`config.mk`:
```
export PLATFORM = sky130hd
export DESIGN_NAME = double_ended_queue_with_kth
export DESIGN_NICKNAME = d
export VERILOG_FILES = /design/src/hw/rtl/deq_pkg.sv /design/src/hw/rtl/double_ended_queue_with_kth.sv /design/src/hw/rtl/deq_cell.sv
export SDC_FILE = /design/constraint.sdc
export NUM_CORES = 2
export LEC_CHECK = 0
export BUFFER_PORTS_ARGS = -buffer_cell sky130_fd_sc_hd__buf_2
export CORE_MARGIN = 2
export CORE_UTILIZATION = 45
export CTS_CLUSTER_SIZE = 25
export DETAILED_ROUTE_END_ITERATION = 10
export PLACE_DENSITY = 0.57
export SYNTH_ARGS = -nofsm -noshare
export SYNTH_HDL_FRONTEND = slang
export SYNTH_HIERARCHICAL = 1
export SYNTH_SLANG_ARGS = --single-unit
```
`constraint.sdc`:
```
create_clock -name clk -period 7.2 [get_ports clk]
set_clock_uncertainty 0.15 [all_clocks]
set_input_delay 0.36 -clock clk [delete_from_list [all_inputs] [get_ports clk]]
set_output_delay 0.36 -clock clk [all_outputs]
set_load 0.03 [all_outputs]
```
`src/hw/rtl/deq_pkg.sv`:
```
`timescale 1ns / 1ps
// Shared types and codes for the double-ended queue with k-th read.
package deq_pkg;

  localparam int DEPTH_DEF = 16;

  // Command codes
  localparam logic [2:0] CMD_PUSH_BACK  = 3'd0;
  localparam logic [2:0] CMD_PUSH_FRONT = 3'd1;
  localparam logic [2:0] CMD_POP_FRONT  = 3'd2;
  localparam logic [2:0] CMD_POP_BACK   = 3'd3;
  localparam logic [2:0] CMD_KTH        = 3'd4;
  localparam logic [2:0] CMD_REVERSE    = 3'd5;

  // Error codes
  localparam logic [1:0] ERR_OK    = 2'd0;
  localparam logic [1:0] ERR_EMPTY = 2'd1;
  localparam logic [1:0] ERR_FULL  = 2'd2;
  localparam logic [1:0] ERR_POS   = 2'd3;

  typedef struct packed {
    logic [2:0]         command;
    logic signed [31:0] value;
    logic [4:0]         position;
  } cmd_t;

  typedef struct packed {
    logic signed [31:0] data;
    logic [1:0]         error;
    logic [4:0]         occupancy;
  } rsp_t;

  // Per-cycle control broadcast to every cell
  typedef struct packed {
    logic shift_up;  // every word moves one cell away from cell 0
    logic shift_dn;  // every word moves one cell toward cell 0
    logic write;     // the cell at the write index loads the fill word
  } ctrl_t;

endpackage

```
`src/hw/rtl/double_ended_queue_with_kth.sv`:
```
`timescale 1ns / 1ps
// Top level of the bounded double-ended queue with k-th-from-back read.
//
// Usage:
//   Commands arrive on cmd (cmd_valid/cmd_ready); each one yields exactly one
//   response on rsp (rsp_valid/rsp_ready) carrying data, error and occupancy.
//   Words live left-justified in a row of DEPTH cells: cell 0 is the physical
//   front. A push or pop at the front shifts the whole row by one cell, a push
//   at the back writes the cell at the current count.
//   Response path and throughput:
//     - push, pop at the physical front, reverse, errors and unused codes:
//       response registered at the transfer edge, one command per cycle.
//     - pop at the physical back and an in-range k-th read: the word is
//       fetched through the registered read chain that runs along the cells,
//       one cell per cycle; the response is registered once the chain has
//       run its full length, and no command is taken while it runs.
//   Stall: the response register holds its transfer until rsp_ready; a new
//   command is taken in the same cycle the old response drains.
//   Reset (rst, synchronous): count, head order flag and handshake state are
//   cleared; stored words are not cleared and are never read before written.
module double_ended_queue_with_kth #(
  parameter int DEPTH = deq_pkg::DEPTH_DEF
) (
  input  logic          clk,
  input  logic          rst,
  input  logic          cmd_valid,
  output logic          cmd_ready,
  input  deq_pkg::cmd_t cmd,
  output logic          rsp_valid,
  input  logic          rsp_ready,
  output deq_pkg::rsp_t rsp
);

  localparam int IW = $clog2(DEPTH);
  localparam int CW = $clog2(DEPTH + 1);
  localparam int PW = (CW > 5) ? CW : 5;

  typedef enum logic [1:0] {
    S_IDLE  = 2'b01,
    S_SWEEP = 2'b10
  } state_t;

  state_t         state, state_next;
  logic [CW-1:0]  count, count_next;
  logic           rev, rev_next;
  logic [CW-1:0]  sweep_cnt, sweep_cnt_next;
  logic           pend_pop, pend_pop_next;
  logic [IW-1:0]  rd_index, rd_index_next;
  logic           rsp_valid_next;
  deq_pkg::rsp_t  rsp_next;

  deq_pkg::ctrl_t ctrl;
  logic [IW-1:0]  wr_index;
  logic [31:0]    word [DEPTH];
  logic [31:0]    coll [DEPTH];

  logic           cmd_fire;
  logic           full, empty;
  logic [PW-1:0]  pos_w, cnt_w;

  assign cmd_ready = (state == S_IDLE) && (!rsp_valid || rsp_ready);
  assign cmd_fire  = cmd_valid && cmd_ready;
  assign full      = (count == CW'(DEPTH));
  assign empty     = (count == '0);
  assign pos_w     = PW'(cmd.position);
  assign cnt_w     = PW'(count);

  // ---------------------------------------------------------------------
  // Row of cells
  // ---------------------------------------------------------------------
  for (genvar i = 0; i < DEPTH; i++) begin : g_cell
    logic [31:0] left_w, right_w, coll_w;
    if (i == 0) begin : g_first
      assign left_w = cmd.value;
      assign coll_w = '0;
    end else begin : g_mid
      assign left_w = word[i-1];
      assign coll_w = coll[i-1];
    end
    if (i == DEPTH - 1) begin : g_last
      assign right_w = word[i];
    end else begin : g_inner
      assign right_w = word[i+1];
    end

    deq_cell #(
      .IW    (IW),
      .INDEX (i)
    ) u_cell (
      .clk        (clk),
      .ctrl       (ctrl),
      .wr_index   (wr_index),
      .rd_index   (rd_index),
      .fill       (cmd.value),
      .left_word  (left_w),
      .right_word (right_w),
      .coll_in    (coll_w),
      .word       (word[i]),
      .coll_out   (coll[i])
    );
  end

  // ---------------------------------------------------------------------
  // Command decode and control
  // ---------------------------------------------------------------------
  always_comb begin
    state_next     = state;
    count_next     = count;
    rev_next       = rev;
    sweep_cnt_next = sweep_cnt;
    pend_pop_next  = pend_pop;
    rd_index_next  = rd_index;
    rsp_valid_next = rsp_valid && !rsp_ready;
    rsp_next       = rsp;
    ctrl           = '0;
    wr_index       = IW'(count);

    case (state)
      S_IDLE: begin
        if (cmd_fire) begin
          rsp_next.data  = '0;
          rsp_next.error = deq_pkg::ERR_OK;
          rsp_valid_next = 1'b1;
          case (cmd.command)
            deq_pkg::CMD_PUSH_BACK, deq_pkg::CMD_PUSH_FRONT: begin
              if (full) begin
                rsp_next.error = deq_pkg::ERR_FULL;
              end else begin
                // logical end mapped to a physical end by the order flag
                if ((cmd.command == deq_pkg::CMD_PUSH_BACK) != rev) begin
                  ctrl.write = 1'b1;
                end else begin
                  ctrl.shift_up = 1'b1;
                end
                count_next = CW'(count + 1'b1);
              end
            end
            deq_pkg::CMD_POP_FRONT, deq_pkg::CMD_POP_BACK: begin
              if (empty) begin
                rsp_next.error = deq_pkg::ERR_EMPTY;
              end else if ((cmd.command == deq_pkg::CMD_POP_FRONT) != rev) begin
                rsp_next.data = $signed(word[0]);
                ctrl.shift_dn = 1'b1;
                count_next    = CW'(count - 1'b1);
              end else begin
                // physical back sits at cell count-1: fetch it via the chain
                rsp_valid_next = 1'b0;
                rd_index_next  = IW'(count - 1'b1);
                pend_pop_next  = 1'b1;
                sweep_cnt_next = CW'(DEPTH);
                state_next     = S_SWEEP;
              end
            end
            deq_pkg::CMD_KTH: begin
              if (empty) begin
                rsp_next.error = deq_pkg::ERR_EMPTY;
              end else if ((pos_w == '0) || (pos_w > cnt_w)) begin
                rsp_next.error = deq_pkg::ERR_POS;
              end else begin
                rsp_valid_next = 1'b0;
                rd_index_next  = rev ? IW'(pos_w - 1'b1) : IW'(cnt_w - pos_w);
                pend_pop_next  = 1'b0;
                sweep_cnt_next = CW'(DEPTH);
                state_next     = S_SWEEP;
              end
            end
            deq_pkg::CMD_REVERSE: begin
              rev_next = !rev;
            end
            default: begin
            end
          endcase
          rsp_next.occupancy = 5'(count_next);
        end
      end
      S_SWEEP: begin
        if (sweep_cnt == '0) begin
          // last cell of the chain now holds the selected word
          if (pend_pop) begin
            count_next = CW'(count - 1'b1);
          end
          rsp_next.data      = $signed(coll[DEPTH-1]);
          rsp_next.error     = deq_pkg::ERR_OK;
          rsp_next.occupancy = 5'(count_next);
          rsp_valid_next     = 1'b1;
          state_next         = S_IDLE;
        end else begin
          sweep_cnt_next = CW'(sweep_cnt - 1'b1);
        end
      end
      default: begin
        state_next = S_IDLE;
      end
    endcase
  end

  always_ff @(posedge clk) begin
    if (rst) begin
      state     <= S_IDLE;
      count     <= '0;
      rev       <= 1'b0;
      rsp_valid <= 1'b0;
      sweep_cnt <= '0;
      pend_pop  <= 1'b0;
    end else begin
      state     <= state_next;
      count     <= count_next;
      rev       <= rev_next;
      rsp_valid <= rsp_valid_next;
      sweep_cnt <= sweep_cnt_next;
      pend_pop  <= pend_pop_next;
    end
  end

  // payload registers
  always_ff @(posedge clk) begin
    rd_index <= rd_index_next;
    rsp      <= rsp_next;
  end

`ifndef SYNTHESIS
  a_count_bound: assert property (@(posedge clk) disable iff (rst)
    count <= CW'(DEPTH))
    else $error("occupancy above capacity");

  a_count_step: assert property (@(posedge clk) disable iff (rst)
    !$past(rst) |-> (count == $past(count)) ||
                    (count == CW'($past(count) + 1'b1)) ||
                    (count == CW'($past(count) - 1'b1)))
    else $error("occupancy moved by more than one");

  a_sweep_no_rsp: assert property (@(posedge clk) disable iff (rst)
    (state == S_SWEEP) |-> !rsp_valid)
    else $error("response pending while read chain runs");

  a_state_onehot: assert property (@(posedge clk) disable iff (rst)
    $onehot(state))
    else $error("state not one-hot");
`endif

endmodule

```
`src/hw/rtl/deq_cell.sv`:
```
`timescale 1ns / 1ps
// One storage cell of the queue row: a word plus one stage of the read chain.
module deq_cell #(
  parameter int IW    = 4,
  parameter int INDEX = 0
) (
  input  logic               clk,
  input  deq_pkg::ctrl_t     ctrl,
  input  logic [IW-1:0]      wr_index,
  input  logic [IW-1:0]      rd_index,
  input  logic [31:0]        fill,
  input  logic [31:0]        left_word,
  input  logic [31:0]        right_word,
  input  logic [31:0]        coll_in,
  output logic [31:0]        word,
  output logic [31:0]        coll_out
);

  always_ff @(posedge clk) begin
    if (ctrl.shift_up) begin
      word <= left_word;
    end else if (ctrl.shift_dn) begin
      word <= right_word;
    end else if (ctrl.write && (wr_index == IW'(INDEX))) begin
      word <= fill;
    end
  end

  // read chain: the selected cell injects its word, others pass the neighbor's
  always_ff @(posedge clk) begin
    coll_out <= (rd_index == IW'(INDEX)) ? word : coll_in;
  end

endmodule

```
* Word level (Yosys, flattened, before mapping) *
Cells that the tools add are included.

storage, ports and cells
  input bits = 44
  bits in registers = 1082
  logic and storage cells = 284

cells by class
  $add $sub $neg = 5
  magnitude comparators = 1
  equal/unequal tests = 53
  mux-type cells = 127
  reduce and logical (&&, ||, !) cells = 56

operator list
  kind                   number
  $mux W32               66
  $mux W39               2
  $pmux W39 S2           1
  $eq A4 B4 Y1 const B   16
  $mux W5                12
  $reduce_bool A3 Y1     15
  $pmux W5 S2            4
  $eq A4 B3 Y1 const B   8
  $mux W4                5
  $logic_and A1 B1 Y1    19
  $mux W1                19
  $mux W2                9
  $eq A4 B2 Y1 const B   4
  $logic_not A5 Y1       3
  $ne A2 B2 Y1 const B   7
  $reduce_and A7 Y1      2
  $ne A3 B3 Y1 const B   4
  $sub A5 B1 Y5 const B  2
  $eq A4 B1 Y1 const B   2
  $logic_not A4 Y1       2
  $pmux W2 S2            2
  $pmux W4 S2            1
  $reduce_and A8 Y1      1
  $eq A3 B2 Y1 const B   2
  22 further kinds       34

* Depth between registers and ports, before layout *
  depth in word-level cells = 11
  mapped depth = 11

* Cells and area by module *
Netlist, hierarchy kept.

modules (own cells, without submodules)
  module                             cells an instance  area an instance (um2)  seq. area each (um2)  instances
  deq_cell at g_cell[10].u_cell ...  211                2825.2                  1601.5                5
  deq_cell at g_cell[11].u_cell ...  209                2810.2                  1601.5                2
  deq_cell at g_cell[13].u_cell ...  210                2806.4                  1601.5                2
  deq_cell at g_cell[1].u_cell ...   209                2683.8                  1601.5                2
  deq_cell at g_cell[4].u_cell ...   209                2681.3                  1601.5                2
  double_ended_queue_with_kth        426                3699.8                  1591.5                1
  deq_cell at g_cell[3].u_cell       210                2826.5                  1601.5                1
  deq_cell at g_cell[15].u_cell      209                2816.5                  1601.5                1
  deq_cell at g_cell[0].u_cell       209                2678.8                  1601.5                1

* Least setup slack after synthesis *
OpenSTA, ideal clock, no wires.

  path kind = reg-to-reg
  start point = register count[0] (netlist: cnt_w[0])
  end point = register g_cell[13].u_cell.word[0] (enable)
  required time = 6.584 ns
  setup time = 0.466 ns
  stages on the path, launching flop included = 9
  path slack = 1.710 ns
  buffers on the path = 1
  data arrival time = 4.874 ns
  cell sequence = dfxtp_1 inv_1 ha_1 buf_6 or3b_2 o21ai_0 nor3_1 nand4_1 o21ai_0

RTL lines
  what                    RTL line                            text
  from (decl)             double_ended_queue_with_kth.sv:44   logic [CW-1:0] count, count_next;
  from (signal assigned)  double_ended_queue_with_kth.sv:207  count <= count_next;
  to (signal assigned)    deq_cell.sv:21                      word <= left_word;
  to (signal assigned)    deq_cell.sv:23                      word <= right_word;
  to (signal assigned)    deq_cell.sv:25                      word <= fill;
  to (decl)               deq_cell.sv:15                      output logic [31:0] word,

==> report_table.html <==
<table>
<tr><th>Metric</th><th>Value</th></tr>
<tr><th colspan="2">Global route</th></tr>
<tr><td>Overflow left after global routing</td><td>0</td></tr>
<tr><td>Total global-route track usage</td><td>22.83%</td></tr>
<tr><td>First-pass GRT wire length</td><td>187700 um</td></tr>
<tr><td>Maximum number of pins on one net before global-route repair</td><td>246</td></tr>
<tr><td>Initial antenna violation count</td><td>10</td></tr>
<tr><td>Via count of the first global-routing pass</td><td>28840</td></tr>
<tr><th colspan="2">Min path</th></tr>
<tr><td>Type of the tightest min-delay check</td><td>in2reg</td></tr>
<tr><td>Min-delay src</td><td>cmd[0]</td></tr>
<tr><th colspan="2">Clock tree</th></tr>
<tr><td>Maximum level of the CTS H-tree</td><td>3</td></tr>
<tr><td>Clock-pin slew of the registers on the worst-case setup and hold paths</td><td>0.06 ns</td></tr>
<tr><td>Number of setup buffers added after CTS</td><td>0</td></tr>
<tr><td>Insertion delay to the later sink of the worst-skew pair</td><td>0.69 ns</td></tr>
<tr><td>TritonCTS buffer count</td><td>113</td></tr>
<tr><td>Clock Sinks</td><td>1082</td></tr>
<tr><td>TritonCTS clock tree</td><td>built</td></tr>
<tr><td>Buffer type at the clock tree root</td><td>sky130_fd_sc_hd__clkbuf_16</td></tr>
<tr><td>Maximum count of clock buffers along a single path</td><td>3</td></tr>
<tr><th colspan="2">Power</th></tr>
<tr><td>Pleak</td><td>18.30 nW</td></tr>
<tr><td>Power per cell area</td><td>268.9 nW/um2</td></tr>
<tr><td>IR drop worst, VDD</td><td>200.3 uV</td></tr>
<tr><td>Total power after layout</td><td>0.01426 W</td></tr>
<tr><th colspan="2">Die</th></tr>
<tr><td>Ports placed on the boundary</td><td>85</td></tr>
<tr><td>Die width</td><td>331.0 um</td></tr>
<tr><td>Initial standard-cell utilization of the core</td><td>45.51%</td></tr>
<tr><td>Floorplan core area</td><td>105700 um2</td></tr>
<tr><td>Die area</td><td>109500 um2</td></tr>
<tr><td>Number of core rows</td><td>119</td></tr>
<tr><td>Die Span Y</td><td>331.0 um</td></tr>
<tr><th colspan="2">Logic synthesis</th></tr>
<tr><td>Post-synthesis average cell area</td><td>12.72 um2</td></tr>
<tr><td>Post-synthesis cell type count</td><td>68</td></tr>
<tr><td>Sequential cell area fraction in the yosys report</td><td>56.57%</td></tr>
<tr><td>Area leader, netlist</td><td>sky130_fd_sc_hd__edfxtp_1</td></tr>
<tr><td>Synth warnings</td><td>6</td></tr>
<tr><td>Most used DFF post-synth</td><td>sky130_fd_sc_hd__edfxtp_1</td></tr>
<tr><td>Most common cell in the synthesized netlist</td><td>sky130_fd_sc_hd__nand2_1</td></tr>
<tr><td>Synthesized area</td><td>48110 um2</td></tr>
<tr><td>Register bit total from synthesis</td><td>1082</td></tr>
<tr><td>Async SR Flop Fraction</td><td>0%</td></tr>
<tr><td>Synth Instances</td><td>3783</td></tr>
<tr><td>Most frequent cells after synthesis</td><td>sky130_fd_sc_hd__nand2_1 (594), sky130_fd_sc_hd__o21ai_0 (568), sky130_fd_sc_hd__edfxtp_1 (555)</td></tr>
<tr><td>Area share of the leading cell type in the synthesized netlist</td><td>34.64%</td></tr>
<tr><td>Number of enable-type register cells in the synthesized netlist</td><td>555</td></tr>
<tr><td>Largest cells by area after synthesis</td><td>sky130_fd_sc_hd__edfxtp_1 (35%), sky130_fd_sc_hd__dfxtp_1 (22%), sky130_fd_sc_hd__mux2i_1 (11%)</td></tr>
<tr><th colspan="2">Layout</th></tr>
<tr><td>Share of layout cells above drive strength 1</td><td>21.71%</td></tr>
<tr><td>Filler Cells Inserted</td><td>9308</td></tr>
<tr><td>Number of cells in the finished layout apart from fillers</td><td>5299</td></tr>
<tr><td>Net count of the finished layout</td><td>3870</td></tr>
<tr><td>Area growth from synthesis to final layout</td><td>10.19%</td></tr>
<tr><th colspan="2">Detailed routing</th></tr>
<tr><td>Vias post-DR</td><td>29350</td></tr>
<tr><td>Highest metal layer with signal wires</td><td>met5</td></tr>
<tr><td>DRC violations left</td><td>0</td></tr>
<tr><td>Violation count after the first detailed-route iteration</td><td>2388</td></tr>
<tr><td>Average vias per placed instance</td><td>5.538</td></tr>
<tr><td>Metal3 WL</td><td>5143 um</td></tr>
<tr><td>Antenna Violating Nets Remaining</td><td>0</td></tr>
<tr><td>Detailed-routing iteration count for the pre-antenna-repair pass</td><td>5</td></tr>
<tr><td>Wire length on met2</td><td>59280 um</td></tr>
<tr><td>Routed wire length per instance</td><td>23.83 um</td></tr>
<tr><td>Detailed-route wire length</td><td>126300 um</td></tr>
<tr><td>Met1 layer wirelength in the final routing</td><td>58920 um</td></tr>
<tr><th colspan="2">Placement</th></tr>
<tr><td>Detailed placement HPWL</td><td>70840 um</td></tr>
<tr><td>Count of placed standard cells including taps</td><td>5083</td></tr>
<tr><td>Final RePlAce weighted congestion</td><td>0.8671</td></tr>
<tr><td>Worst slack after detailed placement</td><td>2.247 ns</td></tr>
<tr><td>Port Buffers</td><td>84</td></tr>
<tr><th colspan="2">STA</th></tr>
<tr><td>Worst Slack Setup Final</td><td>2.141 ns</td></tr>
<tr><td>Least-Margin Pin Slew</td><td>1.360 ns</td></tr>
<tr><td>Count of final setup violators</td><td>0</td></tr>
<tr><td>Setup TNS after final layout</td><td>0 ns</td></tr>
<tr><td>Relative slew slack</td><td>8.760%</td></tr>
<tr><td>Setup repair after global routing missed its margin</td><td>false</td></tr>
<tr><td>Final worst-path cycle share</td><td>70.27%</td></tr>
<tr><td>Worst hold slack after final layout</td><td>0.05079 ns</td></tr>
<tr><td>Number of pins with negative max-slew slack in the final report</td><td>0</td></tr>
<tr><td>Time the worst path needs with I/O delays and setup</td><td>5.059 ns</td></tr>
<tr><td>Highest achievable clock rate</td><td>0.1977 GHz</td></tr>
<tr><td>Final hold violation count</td><td>0</td></tr>
<tr><th colspan="2">Setup path</th></tr>
<tr><td>Delay of the slowest cell on the worst path</td><td>1.05 ns</td></tr>
<tr><td>Arrival time of the worst setup path</td><td>5.28 ns</td></tr>
<tr><td>Slowest CP cell</td><td>sky130_fd_sc_hd__dfxtp_1</td></tr>
<tr><td>Number of buffer and inverter instances along the worst setup path</td><td>2</td></tr>
<tr><td>Element type at the critical path end</td><td>flop</td></tr>
<tr><td>Required arrival time at the worst endpoint</td><td>7.42 ns</td></tr>
<tr><td>Critical Path Source Type</td><td>flop</td></tr>
<tr><td>Reg-to-reg startpoint</td><td>cnt_w[0]</td></tr>
<tr><td>Cell-by-cell trace of the critical path</td><td>inv_1, ha_1, or4b_1, nand3_1, nor2_4, buf_12, mux2i_1, o21ai_0</td></tr>
<tr><td>Critical path launch point</td><td>cnt_w[0]</td></tr>
<tr><td>Maximum fanout count along the critical path</td><td>129</td></tr>
<tr><td>Kind of critical path</td><td>reg2reg</td></tr>
<tr><td>Top delay family on crit path</td><td>simple AND/OR/NAND/NOR gates</td></tr>
<tr><th colspan="2">Run</th></tr>
<tr><td>Maximum Capacitance Violations</td><td>0</td></tr>
<tr><th colspan="2">Run status</th></tr>
<tr><td>Result of the run</td><td>completed</td></tr>
</table>
==> stage by stage <==
stage	instance area, um2	utilization, %
2_1_floorplan	48230	-
3_3_place_gp	49390	46.72
3_5_place_dp	49390	46.72
4_1_cts	53010	50.14
5_1_grt	53010	50.15
6_report	53010	50.15
==> final timing paths <==
kind | cells past startpoint | to | slack [ns]
worst max-delay path | 8 | g_cell[11].u_cell/word[3] | 2.14
worst min-delay path | 4 | rd_index[0] | 0.05
worst max register to register | 8 | g_cell[11].u_cell/word[3] | 2.14
worst min register to register | 1 | g_cell[2].u_cell/coll_out[4] | 0.28
==> power by group <==
part,switching (W),internal (W),leakage (nW)
combinational,0.000725,0.000587,6.96
sequential,0.000235,0.00704,9.57
clock,0.00245,0.00322,1.77
==> kinds of logic after synthesis <==
logic type | count (synthesis) | share of synthesized area, %
flops | 1082 | 56.57
simple gates | 717 | 6.590
other cells | 1 | 0.007794
buf+inv | 279 | 3.805
compound gates | 649 | 7.100
xor+xnor | 12 | 0.2185
fa+ha+maj | 17 | 0.4577
mux | 1026 | 25.25
==> metal layers <==
metal  track usage [%]  up-vias
met4             5.964        4
met2             37.38      657
met1             31.98    14810
met3             3.016      165
met5                 0        -
li1                  -    13710
==> worst min-delay path, cell delays in order <==
cell,delay [ns]
sky130_fd_sc_hd__buf_2,0.14
sky130_fd_sc_hd__mux2i_1,0.09
sky130_fd_sc_hd__nor2_1,0.09
sky130_fd_sc_hd__a21oi_1,0.05
==> layout by cell type (no fill, tap or decap), drive strengths merged, types with 16 or more instances in the layout <==
cell type  synthesis  routed
a21oi             22      22
buf              145     138
clkbuf           115     170
clkinv             0      38
conb               1      32
dfxtp            527     527
edfxtp           555     555
ha                16      16
inv               19      19
mux2             512     512
mux2i            514     514
nand2            594     594
nor2              31      31
o21ai            569     569
==> flip-flops by register name, indices dropped and copies added (netlist names) <==
register                count
g_cell.u_cell/coll_out    512
cnt_w                       5
pend_pop                    1
rsp_valid                   1
g_cell.u_cell/word        512
state                       2
rsp                        39
rd_index                    4
sweep_cnt                   5
rev                         1
==> repair_timing <==
action,4_1_cts,5_1_grt
resized for setup,0,0
endpoints found under the hold margin,12,0
hold buffers,2,0
==> layout make-up <==
type / count / area [um2] / share of cell area (%)
antenna: 2 / 5.005 / 0.009440
clock buffer: 170 / 3287 / 6.200
clock inverter: 42 / 312.8 / 0.5900
inverter: 19 / 71.32 / 0.1345
multi-input combinational: 2453 / 19420 / 36.64
sequential: 1082 / 27220 / 51.34
tap: 1391 / 1740 / 3.283
timing repair buffer: 140 / 958.4 / 1.808
Power figures use the tool's default switching activity.
